`config.mk`:
```
export PLATFORM = sky130hd
export DESIGN_NAME = stream_find_replace
export DESIGN_NICKNAME = d
export VERILOG_FILES = /design/src/rtl/sfr_pkg.sv /design/src/rtl/sfr_front.sv /design/src/rtl/sfr_queue.sv /design/src/rtl/sfr_back.sv /design/src/rtl/stream_find_replace.sv
export SDC_FILE = /design/constraint.sdc
export NUM_CORES = 1
export LEC_CHECK = 0
export BUFFER_PORTS_ARGS = -buffer_cell sky130_fd_sc_hd__buf_4
export CORE_MARGIN = 3
export CORE_UTILIZATION = 54
export CTS_CLUSTER_DIAMETER = 100
export DETAILED_ROUTE_END_ITERATION = 8
export GPL_ROUTABILITY_DRIVEN = 0
export PLACE_DENSITY = 0.71
export SETUP_SLACK_MARGIN = 0.15
export SYNTH_ARGS = -nofsm -noshare
export SYNTH_HDL_FRONTEND = slang
export SYNTH_HIERARCHICAL = 1
export SYNTH_SLANG_ARGS = --single-unit
```
`constraint.sdc`:
```
create_clock -name clk -period 9.54 [get_ports clk]
set_clock_uncertainty 0.15 [all_clocks]
set_input_delay 1.908 -clock clk [delete_from_list [all_inputs] [get_ports clk]]
set_output_delay 1.908 -clock clk [all_outputs]
set_load 0.005 [all_outputs]
```
`src/rtl/sfr_pkg.sv`:
```
package sfr_pkg;

  // pattern geometry
  localparam int MAX_PATTERN_BYTES = 8;
  localparam int HOLD_DEPTH        = MAX_PATTERN_BYTES - 1;
  localparam int DATA_W            = 8 * MAX_PATTERN_BYTES;
  localparam int LEN_W             = $clog2(MAX_PATTERN_BYTES + 1);
  localparam int HOLD_CNT_W        = $clog2(HOLD_DEPTH + 1);
  localparam int SEL_W             = $clog2(MAX_PATTERN_BYTES);
  localparam int TOTAL_W           = 16;

  // job queue between front and back
  localparam int QUEUE_DEPTH = 4;
  localparam int QPTR_W      = $clog2(QUEUE_DEPTH);
  localparam int QCNT_W      = $clog2(QUEUE_DEPTH + 1);

  // configuration register indexes
  typedef enum logic [1:0] {
    REG_FIND_PATTERN    = 2'd0,
    REG_FIND_LENGTH     = 2'd1,
    REG_REPLACE_PATTERN = 2'd2,
    REG_REPLACE_LENGTH  = 2'd3
  } cfg_reg_t;

  // one unit of output work: count beats taken from data, lowest byte first
  typedef struct packed {
    logic               has_bytes;
    logic [DATA_W-1:0]  data;
    logic [LEN_W-1:0]   count;
    logic [TOTAL_W-1:0] total;
  } job_t;

endpackage

```
`src/rtl/sfr_front.sv`:
```
module sfr_front (
  input  logic                    clk,
  input  logic                    rst,
  input  logic                    fire,
  input  logic [7:0]              in_byte,
  input  logic                    end_of_stream,
  input  logic                    cfg_write,
  input  sfr_pkg::cfg_reg_t       cfg_index,
  input  logic [63:0]             cfg_data,
  output logic                    push,
  output sfr_pkg::job_t           job
);
  import sfr_pkg::*;

  logic [DATA_W-1:0]     find_pattern;
  logic [LEN_W-1:0]      find_length;
  logic [DATA_W-1:0]     replace_pattern;
  logic [LEN_W-1:0]      replace_length;

  logic [7:0]            held [HOLD_DEPTH];
  logic [7:0]            held_next [HOLD_DEPTH];
  logic [HOLD_CNT_W-1:0] held_count;
  logic [HOLD_CNT_W-1:0] held_count_next;
  logic [TOTAL_W-1:0]    match_counter;
  logic [TOTAL_W-1:0]    match_counter_next;

  logic [LEN_W-1:0]      flen;
  logic [LEN_W-1:0]      rlen;
  logic [LEN_W-1:0]      hc_inc;
  logic [HOLD_CNT_W-1:0] tail_idx;
  logic [7:0]            win [MAX_PATTERN_BYTES];
  logic                  hit;
  logic [TOTAL_W-1:0]    counter_inc;
  logic [DATA_W-1:0]     held_packed;
  logic [7:0]            shifted [HOLD_DEPTH];

  // configuration registers
  always_ff @(posedge clk) begin
    if (rst) begin
      find_pattern    <= '0;
      find_length     <= LEN_W'(1);
      replace_pattern <= '0;
      replace_length  <= '0;
    end else if (cfg_write) begin
      unique case (cfg_index)
        REG_FIND_PATTERN:    find_pattern    <= cfg_data[DATA_W-1:0];
        REG_FIND_LENGTH:     find_length     <= cfg_data[LEN_W-1:0];
        REG_REPLACE_PATTERN: replace_pattern <= cfg_data[DATA_W-1:0];
        REG_REPLACE_LENGTH:  replace_length  <= cfg_data[LEN_W-1:0];
        default: ;
      endcase
    end
  end

  // effective lengths, clamped
  always_comb begin
    flen = find_length;
    if (find_length == '0) flen = LEN_W'(1);
    if (find_length > LEN_W'(MAX_PATTERN_BYTES)) flen = LEN_W'(MAX_PATTERN_BYTES);
    rlen = replace_length;
    if (replace_length > LEN_W'(MAX_PATTERN_BYTES)) rlen = LEN_W'(MAX_PATTERN_BYTES);
  end

  // window compare: held bytes then the incoming byte
  always_comb begin
    for (int i = 0; i < HOLD_DEPTH; i++) begin
      win[i] = (HOLD_CNT_W'(i) < held_count) ? held[i] : in_byte;
    end
    win[MAX_PATTERN_BYTES-1] = in_byte;
    hit = 1'b1;
    for (int i = 0; i < MAX_PATTERN_BYTES; i++) begin
      if (LEN_W'(i) < flen && win[i] != find_pattern[i*8 +: 8]) hit = 1'b0;
    end
  end

  // helpers: window shifted by one with new byte appended, packed view
  always_comb begin
    tail_idx = held_count - HOLD_CNT_W'(1);
    for (int i = 0; i < HOLD_DEPTH; i++) begin
      shifted[i] = (i + 1 < HOLD_DEPTH) ? held[(i + 1) % HOLD_DEPTH] : 8'h00;
      if (HOLD_CNT_W'(i) == tail_idx) shifted[i] = in_byte;
    end
    held_packed = '0;
    for (int i = 0; i < HOLD_DEPTH; i++) begin
      held_packed[i*8 +: 8] = held[i];
    end
    hc_inc      = LEN_W'(held_count) + LEN_W'(1);
    counter_inc = (match_counter == '1) ? match_counter : match_counter + TOTAL_W'(1);
  end

  // classify the item and update the window
  always_comb begin
    held_next          = held;
    held_count_next    = held_count;
    match_counter_next = match_counter;
    push               = 1'b0;
    job.has_bytes      = 1'b1;
    job.data           = {{(DATA_W-8){1'b0}}, held[0]};
    job.count          = LEN_W'(1);
    job.total          = match_counter;
    if (fire) begin
      if (end_of_stream) begin
        // flush held bytes, or one bare count beat
        push               = 1'b1;
        job.has_bytes      = (held_count != '0);
        job.data           = (held_count != '0) ? held_packed : '0;
        job.count          = (held_count != '0) ? LEN_W'(held_count) : LEN_W'(1);
        held_count_next    = '0;
        match_counter_next = '0;
      end else if (hc_inc > flen) begin
        // window longer than pattern: release oldest, no compare
        push      = 1'b1;
        held_next = shifted;
      end else if (hc_inc < flen) begin
        // still filling the window
        for (int i = 0; i < HOLD_DEPTH; i++) begin
          if (HOLD_CNT_W'(i) == held_count) held_next[i] = in_byte;
        end
        held_count_next = held_count + HOLD_CNT_W'(1);
      end else if (hit) begin
        // match: drop window, emit replacement
        match_counter_next = counter_inc;
        held_count_next    = '0;
        push               = (rlen != '0);
        job.data           = replace_pattern;
        job.count          = rlen;
        job.total          = counter_inc;
      end else if (held_count == '0) begin
        // single byte pattern miss
        push     = 1'b1;
        job.data = {{(DATA_W-8){1'b0}}, in_byte};
      end else begin
        // miss: release oldest, slide window
        push      = 1'b1;
        held_next = shifted;
      end
    end
  end

  // window state
  always_ff @(posedge clk) begin
    if (rst) begin
      held_count    <= '0;
      match_counter <= '0;
    end else begin
      held_count    <= held_count_next;
      match_counter <= match_counter_next;
    end
  end

  always_ff @(posedge clk) begin
    held <= held_next;
  end

endmodule

```
`src/rtl/sfr_queue.sv`:
```
module sfr_queue (
  input  logic          clk,
  input  logic          rst,
  input  logic          push,
  input  sfr_pkg::job_t push_job,
  input  logic          pop,
  output sfr_pkg::job_t head_job,
  output logic          empty,
  output logic          full
);
  import sfr_pkg::*;

  job_t              entries [QUEUE_DEPTH];
  logic [QPTR_W-1:0] wr_ptr;
  logic [QPTR_W-1:0] rd_ptr;
  logic [QCNT_W-1:0] fill;

  assign empty    = (fill == '0);
  assign full     = (fill == QCNT_W'(QUEUE_DEPTH));
  assign head_job = entries[rd_ptr];

  // pointers and fill level
  always_ff @(posedge clk) begin
    if (rst) begin
      wr_ptr <= '0;
      rd_ptr <= '0;
      fill   <= '0;
    end else begin
      if (push) wr_ptr <= QPTR_W'((int'(wr_ptr) + 1) % QUEUE_DEPTH);
      if (pop)  rd_ptr <= QPTR_W'((int'(rd_ptr) + 1) % QUEUE_DEPTH);
      if (push && !pop) fill <= fill + QCNT_W'(1);
      else if (pop && !push) fill <= fill - QCNT_W'(1);
    end
  end

  // storage
  always_ff @(posedge clk) begin
    if (push) entries[wr_ptr] <= push_job;
  end

endmodule

```
`src/rtl/sfr_back.sv`:
```
module sfr_back (
  input  logic                        clk,
  input  logic                        rst,
  input  sfr_pkg::job_t               head_job,
  input  logic                        empty,
  output logic                        pop,
  output logic                        out_valid,
  input  logic                        out_stall,
  output logic [7:0]                  out_byte,
  output logic                        byte_valid,
  output logic [sfr_pkg::TOTAL_W-1:0] match_total,
  output logic                        last
);
  import sfr_pkg::*;

  logic [SEL_W-1:0] idx;
  logic             load;
  logic             job_done;

  // output register free or being taken this cycle
  assign load     = !empty && (!out_valid || !out_stall);
  assign job_done = (LEN_W'(idx) + LEN_W'(1)) == head_job.count;
  assign pop      = load && job_done;

  // beat index within the head job
  always_ff @(posedge clk) begin
    if (rst) begin
      idx       <= '0;
      out_valid <= 1'b0;
    end else begin
      if (load) idx <= job_done ? '0 : idx + SEL_W'(1);
      if (load) out_valid <= 1'b1;
      else if (!out_stall) out_valid <= 1'b0;
    end
  end

  // output beat register
  always_ff @(posedge clk) begin
    if (load) begin
      out_byte    <= head_job.has_bytes ? head_job.data[idx*8 +: 8] : 8'h00;
      byte_valid  <= head_job.has_bytes;
      match_total <= head_job.total;
      last        <= job_done;
    end
  end

endmodule

```
`src/rtl/stream_find_replace.sv`:
```
// an accepted item's job is queued, then its beats load the output beat register
// throughput: one input item per cycle unless in_stall, one output beat per cycle
//   unless out_stall; a k-beat item holds the output, a four-job queue absorbs bursts
// in_stall rises only while the job queue is full
// reset (rst, synchronous, active high) empties window, queue and output, clears the
//   match count and loads register defaults: find length 1, everything else zero
module stream_find_replace (
  input  logic                        clk,
  input  logic                        rst,
  input  logic                        in_valid,
  output logic                        in_stall,
  input  logic [7:0]                  in_byte,
  input  logic                        end_of_stream,
  output logic                        out_valid,
  input  logic                        out_stall,
  output logic [7:0]                  out_byte,
  output logic                        byte_valid,
  output logic [sfr_pkg::TOTAL_W-1:0] match_total,
  output logic                        last,
  input  logic                        cfg_valid,
  output logic                        cfg_ready,
  input  sfr_pkg::cfg_reg_t           cfg_index,
  input  logic [63:0]                 cfg_data
);
  import sfr_pkg::*;

  logic fire;
  logic push;
  logic pop;
  logic empty;
  logic full;
  job_t push_job;
  job_t head_job;

  assign cfg_ready = 1'b1;
  assign in_stall  = full;
  assign fire      = in_valid && !in_stall;

  // classify and track the window
  sfr_front u_front (
    .clk           (clk),
    .rst           (rst),
    .fire          (fire),
    .in_byte       (in_byte),
    .end_of_stream (end_of_stream),
    .cfg_write     (cfg_valid && cfg_ready),
    .cfg_index     (cfg_index),
    .cfg_data      (cfg_data),
    .push          (push),
    .job           (push_job)
  );

  // job queue
  sfr_queue u_queue (
    .clk      (clk),
    .rst      (rst),
    .push     (push),
    .push_job (push_job),
    .pop      (pop),
    .head_job (head_job),
    .empty    (empty),
    .full     (full)
  );

  // beat generation
  sfr_back u_back (
    .clk         (clk),
    .rst         (rst),
    .head_job    (head_job),
    .empty       (empty),
    .pop         (pop),
    .out_valid   (out_valid),
    .out_stall   (out_stall),
    .out_byte    (out_byte),
    .byte_valid  (byte_valid),
    .match_total (match_total),
    .last        (last)
  );

endmodule

```
After elaboration in Yosys (flattened, before gate mapping):

Memory sizes are Yosys's and may differ from the RTL's. A register that Yosys moved wholly into a read port is not among the register bits.
Index checks and enable logic that the tools add are counted.

* flip-flop bits (word level): 248
* memory bits (writable): 340
* bits of input ports: 80
* output and inout port bits: 29
* word-level logic and storage cells: 205
* memories: 1

* add/subtract/negate cells: 10
* magnitude comparators: 19
* equality and inequality tests: 38
* shifts and indexed selects: 1
* muxes and demuxes: 70
* bitwise gates (word level): 1
* reductions and logical operators: 43

Memories
* u_queue.entries: words 4, width 85, read ports 1, clocked after Yosys merged registers in 1, wr ports 1, RTL line sfr_queue.sv:13 `job_t entries [QUEUE_DEPTH];`

Operators by type and width (count)
* 56-bit 2-to-1 mux: 5
* 8-bit 2-to-1 mux: 22
* 84-bit 2-to-1 mux: 2
* 16-bit 2-to-1 mux: 6
* 85-bit 2-to-1 mux: 1
* 68-bit 2-to-1 mux: 1
* 64-bit 2-to-1 mux: 1
* 8-bit inequality test: 8
* 64-bit by 7-bit variable part select with 8-bit output: 1
* 5-bit AND reduction: 7
* 3-bit 2-to-1 mux: 8
* 3-bit by 2-bit inequality test with 1-bit output (second input constant): 7
* 20-bit 2-to-1 mux: 1
* 3-bit == test (first input constant): 6
* 1-bit 2-to-1 mux: 18
* 16-bit by 1-bit adder with 16-bit output (second input constant): 1
* 16-bit == test (second input constant): 1
* 3-bit by 4-bit < comparator with 1-bit output (first input constant): 4
* 1-bit logical AND: 13
* 2-bit by 3-bit == test with 1-bit output (first input constant): 4
* 4-bit 2-to-1 mux: 3
* 3-bit by 1-bit adder with 3-bit output (second input constant): 3
* 3-bit logical NOT: 3
* 3-bit < comparator (first input constant): 3
* 31 further kinds: 53

Logic depth before layout (Yosys ltp):

Gate-level depths: netlist of run 1.

* word-level depth: 22
* gate-level depth with buffers: 20
* depth with buffers taken out: 17

By module:

The synthesis of run 1 kept the hierarchy.

Modules (own cells, without submodules)
* sfr_queue: times used 1, cells an instance 488, area each 12748.5 um^2, sequential area each 10390.0 um^2
* sfr_front: times used 1, cells an instance 1378, area each 11428.5 um^2, sequential area each 4784.6 um^2
* sfr_back: times used 1, cells an instance 90, area each 1569.0 um^2, sequential area each 860.8 um^2
* stream_find_replace: times used 1, cells an instance 3, area each 25.0 um^2, sequential area each 0.0 um^2

Worst setup path after synthesis of run 1:

OpenSTA, ideal clock, no wires.

* path type: input to register
* start: input in_byte[3]
* end: memory u_queue/entries[0][0] in the netlist's numbering, enable pin
* library setup time: 0.453 ns
* data arrival time: 5.522 ns
* data required time: 8.937 ns
* path slack: 3.416 ns
* stages: 11
* path buffers: 1
* cells stage by stage: clkbuf_1 -> nor2b_1 -> and2_1 -> o21a_1 -> o22a_1 -> nand4_1 -> a211o_1 -> a21oi_1 -> nand2_1 -> o311a_1 -> and2_1

* cells in the longest elaborated chain, start to end: 18
* elaborated cells between the ends (all ways): 38
* classes of those cells: 8 x eq/ne; 22 x mux; 8 x reduce/logical

RTL lines
* start: declaration: RTL line stream_find_replace.sv:12 `input logic [7:0] in_byte,`
* 8-bit 2-to-1 mux: RTL line sfr_front.sv:67 `win[i] = (HOLD_CNT_W'(i) < held_count) ? held[i] : in_byte;`
* 8-bit inequality test: RTL line sfr_front.sv:72 `if (LEN_W'(i) < flen && win[i] != find_pattern[i*8 +: 8]) hit = 1'b0;`
* 1-bit logical AND: RTL line sfr_front.sv:72
* 1-bit 2-to-1 mux (7 in a row): RTL line sfr_front.sv:72
* 1-bit 2-to-1 mux (*): RTL line sfr_front.sv:72
* 1-bit 2-to-1 mux (*): RTL line sfr_front.sv:120 `end else if (hit) begin`
* 1-bit 2-to-1 mux (*): RTL line sfr_front.sv:114 `end else if (hc_inc < flen) begin`
* 1-bit 2-to-1 mux (*): RTL line sfr_front.sv:110 `end else if (hc_inc > flen) begin`
* 1-bit 2-to-1 mux (*): RTL line sfr_front.sv:102 `if (end_of_stream) begin`
* 1-bit 2-to-1 mux (*): RTL line sfr_front.sv:101 `if (fire) begin`
* via push: RTL line stream_find_replace.sv:28 `logic push;`
* 1-bit 2-to-1 mux (*): RTL line sfr_queue.sv:38 `if (push) entries[wr_ptr] <= push_job;`
* 1-bit 2-to-1 mux (implied by the code) (*): RTL line sfr_queue.sv:38
* end: declaration: RTL line sfr_queue.sv:13

The timed path passes the listed nets; every way through them passes the cells marked *.

==> results.txt, run 1 <==
Reg-to-Reg End - u_queue/entries[1][59]
Gates resized, CTS repair - 0
row cnt - 79
max-cap check violation count - 0
Tot Pwr - 0.00689 W
post-synthesis sequential area ratio - 0.622
Worst Setup SP - u_front/held_count[0]
Data required, critical path - 9820 ps
vias - 17,000
Top Ports - 109
Worst Tran Pin Value - 1240 ps
Cell Area, Synth - 25,800 um2
die area - 50,400 um2
critical path data arrival time - 6050 ps
worst skew pair latency - 620 ps
Yosys reg bits - 590
max-slew violations - 0
RSZ-0062 raised after global routing - false
hold buffers post-CTS - 0
Post-Syn Area per Cell - 13.2 um2
LEAKAGE - 9.87 nW
die width - 224 um
Worst-path clk slew - 60 ps
critical path fanouts, max - 42
setup violators final - 0
post-placement cell area - 26,900 um2
met1 wire length - 27,000 um
Synth Net Count - 2,058
worst reg-to-reg path cell count - 12
aggregate global routing overflow - 0
CTS Root Cell - clkbuf_16
Max Used Layer - met5
final instance area - 28,800 um2
Iter 0 DRT Violations - 2,372
Final nets - 2,122
CTS HTree Levels - 2
metal3 WL - 7970 um
worst relative slew slack - 0.171
asr flop ratio synth - 0
worst setup margin - 3770 ps
drt first pass iters - 6
CTS Buf Count - 58
DRT antenna net count - 0
WL met2 - 30,600 um
CP Class - flip-flop to flip-flop
Critical Path End Type - flip-flop
clock sink count - 590
setup bufs post-CTS - 0
largest net degree at the start of global routing - 96
most area-consuming cells after synthesis - edfxtp_1, dfxtp_1, mux4_2, nand2_1, a21oi_1
synth warn - 6
fin crit period - 5770 ps
share of cells above drive strength 1 - 0.188
Yosys top cell area share - 0.492
leading area contributor after synthesis - edfxtp_1
Port Buf Inserts - 107
Synth cell types - 87
initial core utilization - 0.550
r2r setup slk - 3770 ps
CTS tree - built
status - complete, no violations
Setup crit start kind - flip-flop
Fmax - 173 MHz
worst setup path end - u_queue/entries[1][59]
via/cell ratio - 6.36
Die Height - 224 um
Post-synth EDFFs - 422
dpl ws - 3310 ps
n_diodes - 0
vias in the first global route - 16,200
count leader, synth - edfxtp_1
worst r2r src - u_front/held_count[0]
cells after synthesis - 1,959
core area - 46,900 um2
total track usage - 0.269
synthesis-to-layout area growth - 11.9%
Peak VDD IR - 126 uV
Post-synth top flop - edfxtp_1
Final Hold Viols - 0
wire per inst - 25.5 um
worst hold slack - 308 ps
dpl hpwl - 45,400 um
first-pass GRT wire length - 102,000 um
Synth top cells by count - edfxtp_1, nand2_1, a21oi_1, dfxtp_1, mux4_2
Power per Cell Area - 239 nW/um2
initial antenna violation count - 1
Period Utilization, post-route - 0.605
Post-route DRC - 0
drt total wl - 68,200 um
clk buf depth - 3
hold crit path type - flip-flop to flip-flop
setup TNS - 0 ps
==> critical path: stages (launching register included) <==
cell,delay (ps)
dfxtp_1,300
buf_4,280
inv_1,260
ha_1,380
ha_1,290
nor2b_1,140
o21ai_0,80
nand2b_1,100
a21o_1,600
nand3b_1,700
a211oi_4,1210
buf_4,650
a22o_1,360
==> through the flow <==
| step | cells | utilization |
|---|---|---|
| floorplan | 1959 | - |
| global placement | 2570 | 0.574 |
| detailed placement | 2570 | 0.574 |
| CTS | 2679 | 0.616 |
| global route | 2679 | 0.616 |
| finish | 2679 | 0.616 |
==> worst min path at each step <==
stage                           startpoint                     endpoint  slack, ps  cells after the start
5_1_grt        u_front/replace_pattern[54]  u_front/replace_pattern[54]        320                      2
2_1_floorplan  u_front/replace_pattern[56]  u_front/replace_pattern[56]        280                      2
6_report       u_front/replace_pattern[54]  u_front/replace_pattern[54]        310                      2
3_5_place_dp   u_front/replace_pattern[59]  u_front/replace_pattern[59]        300                      2
4_1_cts        u_front/replace_pattern[54]  u_front/replace_pattern[54]        310                      2
3_3_place_gp   u_front/replace_pattern[50]  u_front/replace_pattern[50]        290                      2
==> kinds of logic after synthesis <==
group                      count (synthesis)  synth area share
DFF                                      590             0.622
and+or+nand+nor                          558            0.0978
AOI/OAI and AO/OA                        381            0.0963
muxes                                    189             0.125
buffers and inverters                    172            0.0324
xor gates and xnor gates                  49            0.0167
adders and majority gates                 19           0.00952
other                                      1          0.000146
==> cells in the final DEF (no fill, tap or decap), types with 22 or more instances in the layout <==
master     Yosys  routed
edfxtp_1     422     422
and2_1        28      24
mux2_2        43      43
nand2_1      356     356
nor3_1        25      25
nor2_1        42      40
o21ai_0       40      40
inv_1         47      47
clkbuf_16      0      61
a21oi_1      171     171
o22ai_1       22      22
xnor2_1       32      32
mux2i_1       42      42
a22o_1        48      48
dfxtp_1      168     166
mux4_2        99      99
buf_4         10     128
nor2b_1       22      22
==> power breakdown <==
group | switching [W] | leakage (nW) | internal [W]
registers | 0.000153 | 5.33 | 0.00311
logic | 0.000724 | 3.58 | 0.000591
clock network | 0.000957 | 0.951 | 0.00136
total | 0.00183 | 9.87 | 0.00506
==> cell type report <==
class	instances	area (um2)
Clock buffer	79	1630
Clock inverter	30	308
Fill cell	3557	18000
Inverter	48	183
Multi-Input combinational cell	1197	8960
Sequential cell	590	16000
Tap cell	607	759
Timing Repair Buffer	128	961
==> routing by layer <==
| layer | global-route usage | up-vias |
|---|---|---|
| li1 | - | 7453 |
| met2 | 0.400 | 998 |
| met1 | 0.384 | 8379 |
| met5 | 0 | - |
| met4 | 0.0937 | 2 |
| met3 | 0.0788 | 202 |
==> registers in the layout, indices dropped and copies added (netlist names), 2 cells and up, named ones only <==
| name | cells |
|---|---|
| u_front/replace_length | 4 |
| u_front/held | 56 |
| u_back/match_total | 16 |
| u_queue/fill | 3 |
| u_front/match_counter | 16 |
| u_back/out_byte | 8 |
| u_front/held_count | 3 |
| u_front/find_pattern | 64 |
| u_queue/rd_ptr | 2 |
| u_back/idx | 3 |
| u_front/find_length | 4 |
| u_front/replace_pattern | 64 |
| u_queue/entries | 340 |
| u_queue/wr_ptr | 2 |
Note: power is estimated with default switching activity, not from simulation.
==> run 2: changes to the inputs <==
==> constraint.sdc (replaced) <==
create_clock -name clk -period 5.4 [get_ports clk]
set_clock_uncertainty 0.15 [all_clocks]
set_input_delay 1.08 -clock clk [delete_from_list [all_inputs] [get_ports clk]]
set_output_delay 1.08 -clock clk [all_outputs]
set_load 0.005 [all_outputs]
==> run 2 against run 1 <==
  * Global-route usage fell by 0.96 points
  * Largest cell class unchanged
  * Die area unchanged
  * Hold slack got worse by 3.1 ps
  * Clock power grew 80%
  * Final area up 0.94%
  * Count of clock-buffer cells in the layout is 6 higher
  * Sequential share of layout area fell by 0.52 points
  * Maximum frequency grew 15%
  * Total power rose by 78%
  * Wire length down 3.6%
==> results.txt, run 2 (synthesis results as in run 1) <==
Gates resized, CTS repair - 0
first-pass GRT wire length - 99,300 um
Int Pwr - 0.00904 W
Critical Path End Type - flip-flop
Fmax - 200 MHz
CTS HTree Levels - 2
Clk pwr share - 0.341
drt total wl - 65,800 um
max-slew violations - 0
Iter 0 DRT Violations - 2,029
max reg flops - 340
wire per inst - 24.4 um
critical path fanouts, max - 26
hold crit path type - flip-flop to flip-flop
Die Height - 224 um
Worst Tran Pin Value - 917 ps
Register Area - 16,000 um2
worst skew pair latency - 620 ps
Tot Pwr - 0.0122 W
fin crit period - 5010 ps
die area - 50,400 um2
sw frac - 0.262
largest net degree at the start of global routing - 144
most frequent cells in the layout - edfxtp_1, nand2_1, a21oi_1
Largest regs - u_queue/entries x340, u_front/find_pattern x64, u_front/replace_pattern x64
Final nets - 2,143
critical-path cell with the highest stage delay - dfxtp_1
worst relative slew slack - 0.387
NetSw - 0.00320 W
via/cell ratio - 6.23
Data required, critical path - 5790 ps
CTS Root Cell - clkbuf_16
setup TNS - 0 ps
status - complete, no violations
RSZ-0062 raised after global routing - false
initial core utilization - 0.550
Final Hold Viols - 0
max incr delay on CP - 750 ps
Power per Cell Area - 420 nW/um2
aggregate global routing overflow - 0
dpl hpwl - 44,200 um
post-layout util - 0.621
Setup crit start kind - flip-flop
CTS Buf Count - 57
Peak VDD IR - 257 uV
initial antenna violation count - 2
Top Ports - 109
max-cap check violation count - 0
filler cell count - 3,500
clk buf depth - 3
CP Class - flip-flop to flip-flop
total track usage - 0.260
cells along the critical path - buf_4 > a21o_1 > nand2_1 > and3_1 > a2111oi_0 > a31oi_1 > or4b_4 > a21oi_1 > nand2_1 > o311a_1 > ha_1 > inv_1 > fa_1 > xor2_1 > or3_1 > a21oi_1
Biggest register - u_queue/entries
core area - 46,900 um2
Period Utilization, post-route - 0.927
setup bufs post-CTS - 0
worst hold slack - 304 ps
vias in the first global route - 16,100
Worst-path clk slew - 60 ps
dpl ws - 297 ps
worst setup margin - 393 ps
n_diodes - 0
multi-input combinational cell area - 8940 um2
LEAKAGE - 10.0 nW
hold buffers post-CTS - 0
CTS tree - built
share of cells above drive strength 1 - 0.199
DRT antenna net count - 0
Port Buf Inserts - 107
setup violators final - 0
die width - 224 um
drt first pass iters - 6
critical path data arrival time - 5400 ps
most common cell after layout, fill and taps aside - edfxtp_1
Post-route DRC - 0
clock sink count - 590
Logic pwr share - 0.193
synthesis-to-layout area growth - 13.0%
vias - 16,800
row cnt - 79
sequential share of power - 0.466
## run 2: cell types whose count changed in the layout (fill, tap and decap cells not counted), sizes merged
| cell | before | now |
|---|---|---|
| buf | 128 | 150 |
| clkbuf | 79 | 85 |
| clkinv | 20 | 12 |
| clkinvlp | 2 | 0 |
| inv | 50 | 53 |
## run 2: layout make-up
class	count	area share
Clock inverter	23	0.0104
Timing Repair Buffer	150	0.0408
Clock buffer	85	0.0583
Sequential cell	590	0.551
Inverter	48	0.00627
Multi-Input combinational cell	1197	0.307
Tap cell	607	0.0261
## run 2: worst paths after layout
check	start	end	slack [ps]	depth (start not counted)
worst max-delay path	u_front/held_count[2]	u_queue/fill[2]	390	16
worst min-delay path	u_front/replace_pattern[57]	u_front/replace_pattern[57]	300	2
worst max register to register	u_front/held_count[2]	u_queue/fill[2]	390	16
worst min register to register	u_front/replace_pattern[57]	u_front/replace_pattern[57]	300	2
## run 2: power by group through the flow
stage | registers, W | logic [W] | clock network, W
6_report | 0.00570 | 0.00236 | 0.00418
3_3_place_gp | 0.00576 | 0.00235 | 0
5_1_grt | 0.00574 | 0.00255 | 0.00440
2_1_floorplan | 0.00572 | 0.00164 | 0
3_5_place_dp | 0.00579 | 0.00237 | 0
4_1_cts | 0.00570 | 0.00240 | 0.00424
## run 2: stage by stage
stage | std cells | area, um2
floorplan | 1959 | 25800
global placement | 2592 | 27100
detailed placement | 2592 | 27100
CTS | 2700 | 29100
global route | 2700 | 29100
finish | 2700 | 29100
## run 2: per-layer routing
layer | global-route usage | up-vias | routed length (um)
li1 | - | 7492 | -
met1 | 0.374 | 8346 | 26800
met2 | 0.414 | 841 | 31300
met3 | 0.0365 | 134 | 5720
met4 | 0.0867 | 0 | 2010
met5 | 0 | - | 0
## run 2: critical path, delay by kind of cell, from the launching register on
family | cells | cell delay, ps
simple gates | 5 | 1250
xor+xnor | 1 | 70
compound gates | 6 | 1750
buf+inv | 2 | 480
flops | 1 | 750
fa+ha+maj | 2 | 470
